==> src/rtl/core/irc_pkg.sv <==
// ----------------------------------------------------------------------------
// irc_pkg
// Shared types and constants for the IPv4 range to CIDR block decomposer.
// ----------------------------------------------------------------------------
package irc_pkg;

    localparam int FieldBits   = 32;
    localparam int PrefixBits  = 6;
    localparam int MaxBlocks   = 62;
    localparam int CountBits   = 6;
    localparam int QueueDepth  = 2;
    localparam int QueuePtrW   = 1;
    localparam int QueueCountW = 2;

    typedef struct packed {
        logic [FieldBits-1:0] range_start;
        logic [FieldBits-1:0] range_end;
    } range_t;

    typedef struct packed {
        logic [FieldBits-1:0]  block_base;
        logic [PrefixBits-1:0] prefix_length;
        logic                  range_error;
        logic                  last_block;
    } block_t;

    // one classified range waiting for the walker
    typedef struct packed {
        range_t rng;
        logic   bad;
    } walk_cmd_t;

    // queue status as seen from both sides
    typedef struct packed {
        logic full;
        logic nonempty;
    } queue_stat_t;

endpackage

==> src/rtl/core/ip_range_to_cidr_blocks.sv <==
// ----------------------------------------------------------------------------
// ip_range_to_cidr_blocks
// Splits an inclusive address range into the minimal ascending set of CIDR blocks.
// ----------------------------------------------------------------------------
// The first block passes through the queue entry, the walker range registers and the output register.
// Throughput: one block per cycle while block_stall is low; a range yields at most
//   62 blocks, a limit set by the walker's block count.
// A two-entry queue lets new ranges transfer while the walker is busy.
// Reset: asynchronous active low; clears queue, walker and output valid.
module ip_range_to_cidr_blocks #(
    parameter int ADDRESS_BITS = 32
) (
    input  logic            clk,
    input  logic            rst_n,
    input  logic            range_valid,
    output logic            range_stall,
    input  irc_pkg::range_t range_item,
    output logic            block_valid,
    input  logic            block_stall,
    output irc_pkg::block_t block_item
);
    import irc_pkg::*;

    queue_stat_t qstat;
    logic        push;
    logic        pop;
    walk_cmd_t   push_cmd;
    walk_cmd_t   head_cmd;

    irc_front #(
        .ADDRESS_BITS (ADDRESS_BITS)
    ) u_front (
        .range_valid (range_valid),
        .range_stall (range_stall),
        .range_item  (range_item),
        .qstat       (qstat),
        .push        (push),
        .push_cmd    (push_cmd)
    );

    irc_queue u_queue (
        .clk      (clk),
        .rst_n    (rst_n),
        .push     (push),
        .push_cmd (push_cmd),
        .pop      (pop),
        .head_cmd (head_cmd),
        .qstat    (qstat)
    );

    irc_walk #(
        .ADDRESS_BITS (ADDRESS_BITS)
    ) u_walk (
        .clk         (clk),
        .rst_n       (rst_n),
        .qstat       (qstat),
        .head_cmd    (head_cmd),
        .pop         (pop),
        .block_valid (block_valid),
        .block_stall (block_stall),
        .block_item  (block_item)
    );

endmodule

==> src/rtl/core/irc_front.sv <==
// ----------------------------------------------------------------------------
// irc_front
// Accepts ranges, compares them at the address width and flags rejected ones.
// ----------------------------------------------------------------------------
module irc_front #(
    parameter int ADDRESS_BITS = 32
) (
    input  logic                 range_valid,
    output logic                 range_stall,
    input  irc_pkg::range_t      range_item,
    input  irc_pkg::queue_stat_t qstat,
    output logic                 push,
    output irc_pkg::walk_cmd_t   push_cmd
);
    import irc_pkg::*;

    logic [ADDRESS_BITS-1:0] start_addr;
    logic [ADDRESS_BITS-1:0] stop_addr;

    always_comb
    begin
        start_addr = ADDRESS_BITS'(range_item.range_start);
        stop_addr  = ADDRESS_BITS'(range_item.range_end);
    end

    assign range_stall  = qstat.full;
    assign push         = range_valid && !qstat.full;
    assign push_cmd.rng = range_item;
    // single-address, empty or inverted range (start >= end): single error result
    assign push_cmd.bad = (start_addr >= stop_addr);

endmodule

==> src/rtl/core/irc_queue.sv <==
// ----------------------------------------------------------------------------
// irc_queue
// Short command queue between the front end and the block walker.
// ----------------------------------------------------------------------------
module irc_queue (
    input  logic                 clk,
    input  logic                 rst_n,
    input  logic                 push,
    input  irc_pkg::walk_cmd_t   push_cmd,
    input  logic                 pop,
    output irc_pkg::walk_cmd_t   head_cmd,
    output irc_pkg::queue_stat_t qstat
);
    import irc_pkg::*;

    walk_cmd_t                mem_reg [QueueDepth];
    logic [QueuePtrW-1:0]     wr_ptr_reg;
    logic [QueuePtrW-1:0]     wr_ptr_next;
    logic [QueuePtrW-1:0]     rd_ptr_reg;
    logic [QueuePtrW-1:0]     rd_ptr_next;
    logic [QueueCountW-1:0]   count_reg;
    logic [QueueCountW-1:0]   count_next;

    always_comb
    begin
        wr_ptr_next = wr_ptr_reg;
        rd_ptr_next = rd_ptr_reg;
        count_next  = count_reg;
        if (push)
        begin
            wr_ptr_next = wr_ptr_reg + 1'b1;
        end
        if (pop)
        begin
            rd_ptr_next = rd_ptr_reg + 1'b1;
        end
        if (push && !pop)
        begin
            count_next = count_reg + 1'b1;
        end
        else if (pop && !push)
        begin
            count_next = count_reg - 1'b1;
        end
    end

    always_ff @(posedge clk or negedge rst_n)
    begin
        if (!rst_n)
        begin
            wr_ptr_reg <= '0;
            rd_ptr_reg <= '0;
            count_reg  <= '0;
        end
        else
        begin
            wr_ptr_reg <= wr_ptr_next;
            rd_ptr_reg <= rd_ptr_next;
            count_reg  <= count_next;
        end
    end

    always_ff @(posedge clk)
    begin
        if (push)
        begin
            mem_reg[wr_ptr_reg] <= push_cmd;
        end
    end

    assign head_cmd       = mem_reg[rd_ptr_reg];
    assign qstat.full     = (count_reg == QueueCountW'(QueueDepth));
    assign qstat.nonempty = (count_reg != '0);

endmodule

==> src/rtl/core/irc_walk.sv <==
// ----------------------------------------------------------------------------
// irc_walk
// Walks one range, producing one aligned block per cycle into an output register while not stalled.
// ----------------------------------------------------------------------------
module irc_walk #(
    parameter int ADDRESS_BITS = 32
) (
    input  logic                 clk,
    input  logic                 rst_n,
    input  irc_pkg::queue_stat_t qstat,
    input  irc_pkg::walk_cmd_t   head_cmd,
    output logic                 pop,
    output logic                 block_valid,
    input  logic                 block_stall,
    output irc_pkg::block_t      block_item
);
    import irc_pkg::*;

    localparam int LenW = ADDRESS_BITS + 1;
    localparam int KW   = $clog2(ADDRESS_BITS + 1);

    logic                    busy_reg;
    logic                    busy_next;
    logic                    bad_reg;
    logic [ADDRESS_BITS-1:0] cursor_reg;
    logic [ADDRESS_BITS-1:0] stop_reg;
    logic [CountBits-1:0]    count_reg;
    logic                    out_valid_reg;
    logic                    out_valid_next;
    block_t                  out_reg;

    logic                    advance;
    logic                    emit;
    logic [LenW-1:0]         span_len;
    logic [LenW-1:0]         smear;
    logic [ADDRESS_BITS-1:0] align_mask;
    logic [ADDRESS_BITS-1:0] fit_mask;
    logic [ADDRESS_BITS-1:0] blk_mask;
    logic [ADDRESS_BITS-1:0] top_addr;
    logic [KW-1:0]           blk_log;
    logic                    last;
    block_t                  result;

    assign advance = !out_valid_reg || !block_stall;
    assign emit    = busy_reg && advance;

    // block mask = min(alignment of cursor, largest power of two within span)
    always_comb
    begin
        span_len = {1'b0, stop_reg} - {1'b0, cursor_reg} + LenW'(1);
        smear    = span_len;
        for (int sh = 1; sh < LenW; sh = sh * 2)
        begin
            smear = smear | (smear >> sh);
        end
        fit_mask   = smear[ADDRESS_BITS:1];
        align_mask = ~cursor_reg & (cursor_reg - ADDRESS_BITS'(1));
        blk_mask   = align_mask & fit_mask;
        top_addr   = cursor_reg | blk_mask;
        blk_log    = '0;
        for (int i = 0; i < ADDRESS_BITS; i++)
        begin
            if (blk_mask[i])
            begin
                blk_log = KW'(i + 1);
            end
        end
        last = (top_addr >= stop_reg) || (count_reg == CountBits'(MaxBlocks - 1));

        if (bad_reg)
        begin
            result.block_base    = '0;
            result.prefix_length = '0;
            result.range_error   = 1'b1;
            result.last_block    = 1'b1;
        end
        else
        begin
            result.block_base    = FieldBits'(cursor_reg);
            result.prefix_length = PrefixBits'(ADDRESS_BITS - int'(blk_log));
            result.range_error   = 1'b0;
            result.last_block    = last;
        end
    end

    // load the next range when idle, or in the same cycle the last block leaves
    assign pop = qstat.nonempty && (!busy_reg || (emit && result.last_block));

    always_comb
    begin
        busy_next = busy_reg;
        if (pop)
        begin
            busy_next = 1'b1;
        end
        else if (emit && result.last_block)
        begin
            busy_next = 1'b0;
        end
        out_valid_next = out_valid_reg;
        if (advance)
        begin
            out_valid_next = busy_reg;
        end
    end

    always_ff @(posedge clk or negedge rst_n)
    begin
        if (!rst_n)
        begin
            busy_reg      <= 1'b0;
            out_valid_reg <= 1'b0;
            count_reg     <= '0;
        end
        else
        begin
            busy_reg      <= busy_next;
            out_valid_reg <= out_valid_next;
            if (pop)
            begin
                count_reg <= '0;
            end
            else if (emit)
            begin
                count_reg <= count_reg + 1'b1;
            end
        end
    end

    always_ff @(posedge clk)
    begin
        if (pop)
        begin
            cursor_reg <= ADDRESS_BITS'(head_cmd.rng.range_start);
            stop_reg   <= ADDRESS_BITS'(head_cmd.rng.range_end);
            bad_reg    <= head_cmd.bad;
        end
        else if (emit)
        begin
            cursor_reg <= top_addr + ADDRESS_BITS'(1);
        end
        if (emit)
        begin
            out_reg <= result;
        end
    end

    assign block_valid = out_valid_reg;
    assign block_item  = out_reg;

endmodule

==> config.mk <==
export PLATFORM = sky130hd
export DESIGN_NAME = ip_range_to_cidr_blocks
export DESIGN_NICKNAME = d
export VERILOG_FILES = /design/src/rtl/core/irc_pkg.sv /design/src/rtl/core/ip_range_to_cidr_blocks.sv /design/src/rtl/core/irc_front.sv /design/src/rtl/core/irc_queue.sv /design/src/rtl/core/irc_walk.sv
export SDC_FILE = /design/constraint.sdc
export NUM_CORES = 1
export LEC_CHECK = 0
export ABC_CLOCK_PERIOD_IN_PS = 22700
export BUFFER_PORTS_ARGS = -buffer_cell sky130_fd_sc_hd__buf_2
export CAP_MARGIN = 10
export CORE_MARGIN = 10
export CORE_UTILIZATION = 52
export CTS_BUF_LIST = sky130_fd_sc_hd__clkbuf_8 sky130_fd_sc_hd__clkbuf_16
export CTS_CLUSTER_SIZE = 30
export DETAILED_ROUTE_END_ITERATION = 8
export PLACE_DENSITY = 0.72
export SLEW_MARGIN = 25
export SYNTH_ARGS = -nofsm -noshare
export SYNTH_HDL_FRONTEND = slang
export SYNTH_SLANG_ARGS = --single-unit
export TNS_END_PERCENT = 30
==> constraint.sdc <==
create_clock -name clk -period 22.7 [get_ports clk]
set_input_delay 2.27 -clock clk [delete_from_list [all_inputs] [get_ports clk]]
set_output_delay 2.27 -clock clk [all_outputs]
set_load 0.02 [all_outputs]
## After elaboration in Yosys (flattened, before gate mapping)

Memories as Yosys holds them, arrays and structs flattened.
Cells that the tools add are included.
Widths: inputs -> output; s select.

- Add/sub/neg operators: 10
- Order comparisons: 2
- Eq/ne operators: 2
- Multiplexer cells: 43
- Bitwise gates (word level): 10
- Reduce and logical (&&, ||, !) cells: 19

Operators by type and width:

| operator | number |
|---|---|
| $mux 6 | 33 |
| $and 32x32->32 | 2 |
| $ge 32x32->1 | 2 |
| $mux 32 | 2 |
| $add 33x1->33 const B | 1 |
| $or 33x1->33 | 1 |
| $or 33x17->33 | 1 |
| $or 33x25->33 | 1 |
| $or 33x29->33 | 1 |
| $or 33x31->33 | 1 |
| $or 33x32->33 | 1 |
| $sub 32x32->33 | 1 |
| $add 32x1->32 const B | 1 |
| $not 32->32 | 1 |
| $or 32x32->32 | 1 |
| $sub 32x1->32 const B | 1 |
| $reduce_bool 2->1 | 4 |
| $add 6x1->6 const B | 1 |
| $eq 6x6->1 const B | 1 |
| $logic_and 1x1->1 | 6 |
| $logic_not 1->1 | 6 |
| $mux 2 | 3 |
| $sub 6x6->6 const A | 1 |
| $mux 1 | 5 |
| other kinds (5) | 8 |

- Flip-flop bits (word level): 117
- Memory bits (writable): 130
- Input bits: 68
- Logic and storage cells: 100
- Memories kept: 1

Memories:

| memory | words | width | read ports | clocked after memory_dff | wr ports | RTL line | RTL |
|---|---|---|---|---|---|---|---|
| u_queue.mem_reg | 2 | 65 | 1 | 0 | 1 | irc_queue.sv:16 | `walk_cmd_t mem_reg [QueueDepth];` |

## Longest topological paths before layout

Gate-level depths: netlist of the first run.

- Depth after elaboration: 42
- Mapped depth: 34

## Modules after synthesis

From an unflattened synthesis of the first run, not the netlist that was laid out.

- Cells, all modules: 1444
- Area total of the unflattened synthesis: 15987.8 um^2

Modules (own cells, without submodules):

| module | times used | cells each | area an instance (um^2) | sequential area each (um^2) |
|---|---|---|---|---|
| irc_walk | 1 | 1050 | 9638.0 | 3353.2 |
| irc_queue | 1 | 218 | 5041.1 | 4003.8 |
| irc_front | 1 | 176 | 1308.8 | 0.0 |

## Worst setup path before layout of the first run

Ideal clock, no wire load.

- Path type: register to register
- Start point: register u_walk.cursor_reg[1]
- End point: register u_walk.cursor_reg[25] (data pin)
- Arrival: 7.283 ns
- Slack: 15.149 ns
- Cell stages (with the launch flop): 32
- Period minus slack after synthesis: 7.551 ns
- Cells stage by stage: edfxtp_1 ha_1 inv_1 ha_1 inv_1 fa_1 nand2b_1 a21o_1 a2111oi_2 o31a_1 xor2_1 nand4b_4 or4_1 buf_2 nor3_1 o21ai_0 ha_1 a21o_1 a21o_1 a21o_1 a21o_1 a21o_1 a21o_1 a21o_1 a31oi_1 a21boi_0 o22ai_1 inv_2 clkbuf_1 buf_1 nand2_1 o31ai_2

- Cells in the longest elaborated chain, start to end: 17
- Elaborated cells on any way between the ends: 22
- Those cells by class: add/sub: 4; order compare: 1; mux: 3; bitwise: 10; reduce/logical: 4

RTL lines:

| item | RTL line | RTL |
|---|---|---|
| start: declaration | irc_walk.sv:25 | `logic [ADDRESS_BITS-1:0] cursor_reg;` |
| start signal: assignment | irc_walk.sv:134 | `cursor_reg <= ADDRESS_BITS'(head_cmd.rng.range_start);` |
| start signal: assignment | irc_walk.sv:140 | `cursor_reg <= top_addr + ADDRESS_BITS'(1);` |
| $sub 32x32->33 | irc_walk.sv:50 | `span_len = {1'b0, stop_reg} - {1'b0, cursor_reg} + LenW'(1);` |
| $add 33x1->33 | irc_walk.sv:50 |  |
| $or 33x32->33 | irc_walk.sv:54 | `smear = smear \| (smear >> sh);` |
| $or 33x31->33 | irc_walk.sv:54 |  |
| $or 33x29->33 | irc_walk.sv:54 |  |
| $or 33x25->33 | irc_walk.sv:54 |  |
| $or 33x17->33 | irc_walk.sv:54 |  |
| $or 33x1->33 | irc_walk.sv:54 |  |
| [... 2 more ...] | -- |  |
| $ge 32x32->1 * | irc_walk.sv:68 | `last = (top_addr >= stop_reg) \|\| (count_reg == CountBits'(MaxBlocks - 1));` |
| $logic_or 1x1->1 * | irc_walk.sv:68 |  |
| $mux 2 * | irc_walk.sv:70 | `if (bad_reg)` |
| $logic_and 1x1->1 * | irc_walk.sv:87 | `assign pop = qstat.nonempty && (!busy_reg \|\| (emit && result.last_block));` |
| $logic_or 1x1->1 * | irc_walk.sv:87 |  |
| $logic_and 1x1->1 * | irc_walk.sv:87 |  |
| via pop | ip_range_to_cidr_blocks.sv:26 | `logic pop;` |
| $mux 32 * | irc_walk.sv:132 | `if (pop)` |

Mark *: on every way through the listed nets, which the timed path passes. The rest lies on a longest branch. The select of a mux whose other input is x is not followed.
A chain may end at the register's enable or synchronous reset.

## Worst setup path in the final report of the first run

- Start point: register u_walk.cursor_reg[1]
- End point: register u_walk.cursor_reg[15] (data pin)

- Cells in the longest elaborated chain, start to end: 17
- Elaborated cells on any way between the ends: 22
- Those cells by class: add/sub: 4; order compare: 1; mux: 3; bitwise: 10; reduce/logical: 4

RTL lines:

| item | RTL line | RTL |
|---|---|---|
| $sub 32x32->33 | irc_walk.sv:50 |  |
| $add 33x1->33 | irc_walk.sv:50 |  |
| $or 33x32->33 | irc_walk.sv:54 |  |
| $or 33x31->33 | irc_walk.sv:54 |  |
| $or 33x29->33 | irc_walk.sv:54 |  |
| $or 33x25->33 | irc_walk.sv:54 |  |
| $or 33x17->33 | irc_walk.sv:54 |  |
| $or 33x1->33 | irc_walk.sv:54 |  |
| $and 32x32->32 | irc_walk.sv:58 | `blk_mask = align_mask & fit_mask;` |
| $or 32x32->32 * | irc_walk.sv:59 | `top_addr = cursor_reg \| blk_mask;` |
| $ge 32x32->1 | irc_walk.sv:68 |  |
| $logic_or 1x1->1 | irc_walk.sv:68 |  |
| $mux 2 | irc_walk.sv:70 |  |
| $logic_and 1x1->1 | irc_walk.sv:87 |  |
| $logic_or 1x1->1 | irc_walk.sv:87 |  |
| $logic_and 1x1->1 | irc_walk.sv:87 |  |
| $mux 32 * | irc_walk.sv:132 |  |

Mark *: on every way between the ends. The rest lies on a longest branch, timed or not. The select of a mux whose other input is x is not followed.

==> results of run 1 <==
worst max-delay path by stage:
stage                               startpoint                     to  slack [ps]
after floorplan           u_walk.cursor_reg[1]  u_walk.cursor_reg[25]       15150
after global placement    u_walk.cursor_reg[1]  u_walk.cursor_reg[28]       14650
after detailed placement  u_walk.cursor_reg[1]  u_walk.cursor_reg[26]       14450
after CTS                 u_walk.cursor_reg[1]  u_walk.cursor_reg[26]       14370
after global routing      u_walk.cursor_reg[1]  u_walk.cursor_reg[26]       13660
final                     u_walk.cursor_reg[1]  u_walk.cursor_reg[15]       14180
metal layers:
layer | wire (um) | GRT usage (%) | vias up
met2 | 17270 | 32.36 | 459
met3 | 2951 | 3.428 | 64
li1 | - | - | 5524
met4 | 938 | 5.859 | 0
met1 | 18820 | 31.53 | 5496
met5 | 0 | 0 | -
synthesized netlist by cell type, drive strengths merged, types with 7 or more instances:
library cell,number
a211oi,12
a21o,42
a21oi,83
a31oi,16
and2,12
and3,14
and4,14
buf,29
clkbuf,24
dfrtp,12
edfxtp,235
ha,131
inv,125
mux2,50
mux2i,18
nand2,89
nand2b,16
nand3,25
nand4,33
nor2,98
nor2b,11
nor3,29
nor4,17
o211a,7
o211ai,18
o21a,9
o21ai,80
o31ai,17
or3,10
or4,12
xnor2,23
xor2,13
final cells by class:
type,instances,area [um2],share of cell area [%]
tap,384,480.5,2.825
clock buffer,27,675.6,3.972
sequential,247,7358,43.26
timing repair buffer,119,620.6,3.649
multi-input combinational,985,7252,42.64
inverter,125,469.2,2.759
clock inverter,18,152.6,0.8975
logic make-up (layout without fill, tap and decap cells):
group	after synthesis	after routing
AO/OA/AOI/OAI	353	353
XOR/XNOR	36	36
adder cells (fa/ha/maj)	132	132
buffers and inverters	178	289
flip-flops	247	247
multiplexers	68	68
AND/OR/NAND/NOR	396	396
critical path, delay by kind of cell, from the launching register on:
| kind | cells | cell delay [ps] |
|---|---|---|
| AOI/OAI and AO/OA | 16 | 3450 |
| and+or+nand+nor | 5 | 1880 |
| adders and majority gates | 4 | 1270 |
| buffers and inverters | 5 | 1060 |
| DFF | 1 | 490 |
stage by stage:
stage / area (um2) / util, % / worst slack, ps / cells / hold WS, ps
after global routing: 17010 / 58.94 / 13660 / 1905 / 557.3
after detailed placement: 16180 / 56.07 / 14450 / 1860 / 528.4
after CTS: 17010 / 58.94 / 14370 / 1905 / 544.1
after global placement: 16180 / 56.07 / 14650 / 1860 / 527.1
final: 17010 / 58.94 / 14180 / 1905 / 542.0
after floorplan: 15310 / - / 15150 / 1410 / 449.6
==> qor.txt, run 1 <==
routed via count - 11543
Die H - 191.6 um
# setup viols final - 0
Vias/cell - 6.059
Post-synth ARST share - 4.858%
Most common cell on crit path - a21o_1
row count - 62
initial antenna violation count - 0
number of gates resized after cts - 0
simple-gate area share of the yosys netlist - 13.65%
Critical R2R Capture - u_walk.cursor_reg[15]
die width - 191.6 um
Crit Path Class - register to register
worst path required time - 22930 ps
largest family of logic cells by synthesized area - compound AO/OA/AOI/OAI gates
CP peak stage delay - 630 ps
layout cells sized above 1 - 15.91%
Cell variety after synth - 89
setup bufs post-CTS - 0
Final Slew Violations - 0
EDFF count, synth - 235
worst skew pair latency - 530 ps
maxcap violations - 0
HP Start - u_queue.mem_reg[1][6]
Hold Crit Depth - 1
hold_buf cts - 0
minimum clock period - 8523 ps
WL final - 39980 um
GRT Overall Usage - 21.51%
most frequent cells in the layout - edfxtp_1, ha_1, inv_1
Tightest Pin Transition - 1003 ps
Critical Path AT - 8760 ps
Worst slew margin - 33.14%
root buffer cell - clkbuf_16
core area - 28860 um2
Mapped Cells - 1410
post-synthesis mux area share - 4.855%
dpl hpwl - 30780 um
final hold vios - 0
mapped cell area - 15310 um2
Max Freq - 117.3 MHz
CTS sink cnt - 247
per-cell routed wire length - 20.99 um
H-tree depth - 1
Syn Nets - 1610
GP Congestion - 0.9674
io pins - 110
Worst Reg-to-Reg Cells - 30
Port Buffer Count - 109
DR pass1 iterations - 8
Fillers - 2411
CTS tree - done
Antenna Cells - 0
vias in the first global route - 11388
Synth area leaders - edfxtp_1, ha_1, mux2_2
max reg flops - 130
clock transition at the registers of the reported paths - 60 ps
Hold WC Path Type - register to register
RSZ-0062 raised after global routing - no
first-pass GRT wire length - 62820 um
Post-Synth XOR/XNOR Area - 2.158%
Post-synth top flop - edfxtp_1
largest net degree at the start of global routing - 86
crit start category - register
CP max FO - 85
Synth area leader - edfxtp_1
reg2reg start - u_walk.cursor_reg[1]
status - completed
Max Root-Sink Buffers - 3
antenna-violating nets left - 0
final period utilization - 37.54%
die area - 36700 um2
r2r setup slk - 14180 ps
Setup TNS Final - 0 ps
post-synthesis adder-cell area fraction - 10.84%
Residual DRC - 0
area share of the largest cell type after synthesis - 46.09%
Critical Path End Type - register
Initial Util - 53.05%
slowest CP cell - nor3_1
Fin Clk Skew - 13.29 ps
Worst Hold End - u_walk.stop_reg[5]
Layout Nets - 1705
register area share after synthesis - 48.05%
Mapped Avg Cell Area - 10.86 um2
YS warnings - 0
Yosys reg bits - 247
Compound-Gate Fraction of Synth Area - 15.63%
TritonCTS Buffers - 27
gr ovfl total - 0
Area growth, synth to finish - 11.10%
commonest non-fill, non-tap cell in the layout - edfxtp_1
1st-iter DRT viols - 1294
Power of run 1 is not shown: default switching activity piles up to over one toggle a cycle in this logic, so the estimate is an artifact.
==> run 2: changes to the inputs <==
--- a/config.mk
+++ b/config.mk
@@ -5,7 +5,7 @@
 export SDC_FILE = /design/constraint.sdc
 export NUM_CORES = 1
 export LEC_CHECK = 0
-export ABC_CLOCK_PERIOD_IN_PS = 22700
+export ABC_CLOCK_PERIOD_IN_PS = 8570
 export BUFFER_PORTS_ARGS = -buffer_cell sky130_fd_sc_hd__buf_2
 export CAP_MARGIN = 10
 export CORE_MARGIN = 10
==> constraint.sdc (replaced) <==
create_clock -name clk -period 8.57 [get_ports clk]
set_input_delay 0.857 -clock clk [delete_from_list [all_inputs] [get_ports clk]]
set_output_delay 0.857 -clock clk [all_outputs]
set_load 0.02 [all_outputs]
==> run 2 against run 1 <==
Against the previous run: sequential share of layout area decreased by 0.067 points; fmax increased by 9.3%; critical path depth unchanged; utilization increased by 0.091 points; register-to-register slack got worse by 13000 ps; first-iteration DRC count decreased by 11%; clock-buffer cell count increased by 1; sequential cell count unchanged; worst hold slack got worse by 340 ps; critical endpoint is now u_walk.cursor_reg[11]; via count increased by 0.75%; global-route usage decreased by 0.093 points; routed wire length increased by 0.22%.
==> qor.txt, run 2 (synthesis results as in run 1) <==
minimum clock period - 7800 ps (-722.8 ps)
Setup TNS Final - 0 ps (unchanged)
hold_buf cts - 0 (unchanged)
maxcap violations - 0 (unchanged)
CP max FO - 57 (-33%)
worst path required time - 8810 ps (-14120 ps)
root buffer cell - clkbuf_16
per-cell routed wire length - 20.97 um (about the same)
r2r setup slk - 770 ps (-13410 ps)
Max Root-Sink Buffers - 3 (unchanged)
DR pass1 iterations - 6 (-2)
Crit Path Class - register to register
gr ovfl total - 0 (unchanged)
Critical R2R Capture - u_walk.cursor_reg[11]
initial antenna violation count - 1 (+1)
max reg flops - 130 (unchanged)
Die H - 191.6 um (unchanged)
slowest CP cell - o311ai_1
Residual DRC - 0 (unchanged)
core area - 28860 um2 (unchanged)
Hold WC Path Type - primary input to asynchronous set/reset pin
GRT Overall Usage - 21.42% (-0.093 points)
final period utilization - 91.01% (+53 points)
die width - 191.6 um (unchanged)
RSZ-0062 raised after global routing - no
Worst slew margin - 35.42% (+2.3 points)
H-tree depth - 1 (unchanged)
CP peak stage delay - 650 ps (+20 ps)
antenna-violating nets left - 0 (unchanged)
die area - 36700 um2 (unchanged)
Final Slew Violations - 0 (unchanged)
Initial Util - 53.05% (unchanged)
first-pass GRT wire length - 62280 um (-0.87%)
routed via count - 11630 (+0.75%)
dpl hpwl - 30860 um (+0.23%)
hold slack - 205.5 ps (-336.5 ps)
Area growth, synth to finish - 11.27%
layout cells sized above 1 - 16.11% (+0.20 points)
io pins - 110 (unchanged)
number of gates resized after cts - 0 (unchanged)
CTS sink cnt - 247 (unchanged)
Antenna Cells - 0 (unchanged)
CTS tree - done
largest net degree at the start of global routing - 71 (-17%)
final hold vios - 0 (unchanged)
WL final - 40070 um (+0.22%)
Fin Clk Skew - 9.985 ps (-3.305 ps)
Max Freq - 128.2 MHz (+9.3%)
Vias/cell - 6.086 (+0.44%)
1st-iter DRT viols - 1151 (-11%)
row count - 62 (unchanged)
TritonCTS Buffers - 27 (unchanged)
clock transition at the registers of the reported paths - 60 ps (about the same)
Port Buffer Count - 109 (unchanged)
GP Congestion - 0.9410 (-2.7%)
setup bufs post-CTS - 0 (unchanged)
status - completed
Tightest Pin Transition - 968.7 ps (-34.21 ps)
worst skew pair latency - 530 ps (about the same)
Layout Nets - 1707 (+0.12%)
crit start category - register
Most common cell on crit path - a21o_1
vias in the first global route - 11172 (-1.9%)
Worst Reg-to-Reg Cells - 30 (unchanged)
Critical Path End Type - register
reg2reg start - u_walk.cursor_reg[1]
commonest non-fill, non-tap cell in the layout - edfxtp_1
Critical Path AT - 8040 ps (-720 ps)
# setup viols final - 0 (unchanged)
most frequent cells in the layout - edfxtp_1, inv_1, ha_1
run 2: final cells by class:
cell class,count,area (um2)
fill,2418,11820
clock inverter,21,150.1
inverter,125,469.2
sequential,247,7358
tap,384,480.5
multi-input combinational,985,7252
timing repair buffer,121,635.6
clock buffer,28,689.4
run 2: worst max-delay path by stage:
stage,cells past startpoint,to,startpoint,slack (ps)
global route,27,u_walk.cursor_reg[28],u_walk.cursor_reg[1],240
floorplan,31,u_walk.cursor_reg[25],u_walk.cursor_reg[1],1020
detailed placement,29,u_walk.cursor_reg[11],u_walk.cursor_reg[1],900
finish,30,u_walk.cursor_reg[11],u_walk.cursor_reg[1],770
CTS,29,u_walk.cursor_reg[11],u_walk.cursor_reg[1],850
global placement,27,u_walk.cursor_reg[24],u_walk.cursor_reg[24],1100
run 2: per-stage QoR:
stage	std cells	util (%)	setup slack, ps	instance area, um2
global placement	1862	56.12	1098	16200
floorplan	1410	-	1019	15310
finish	1911	59.03	770.2	17040
CTS	1911	59.03	847.1	17040
global route	1911	59.03	238.2	17040
detailed placement	1862	56.12	901.2	16200
run 2: worst max-delay path, delay by kind of cell (launching register included):
family / cells / cell delay [ps]
DFF: 1 / 490
AOI/OAI and AO/OA: 16 / 3240
and+or+nand+nor: 5 / 1870
buffers and inverters: 5 / 630
adders and majority gates: 4 / 1250
run 2: metal layers:
metal  share of wire [%]  wire [um]  global-route usage, %  vias up
li1                    -          -                      -     5538
met1                  46      18340                  31.19     5522
met2                  44      17540                  32.35      497
met3                 7.8       3127                  3.029       71
met4                 2.6       1047                  6.761        2
met5               0.032         13                      0        -
Power of run 2 is left out for the same reason.
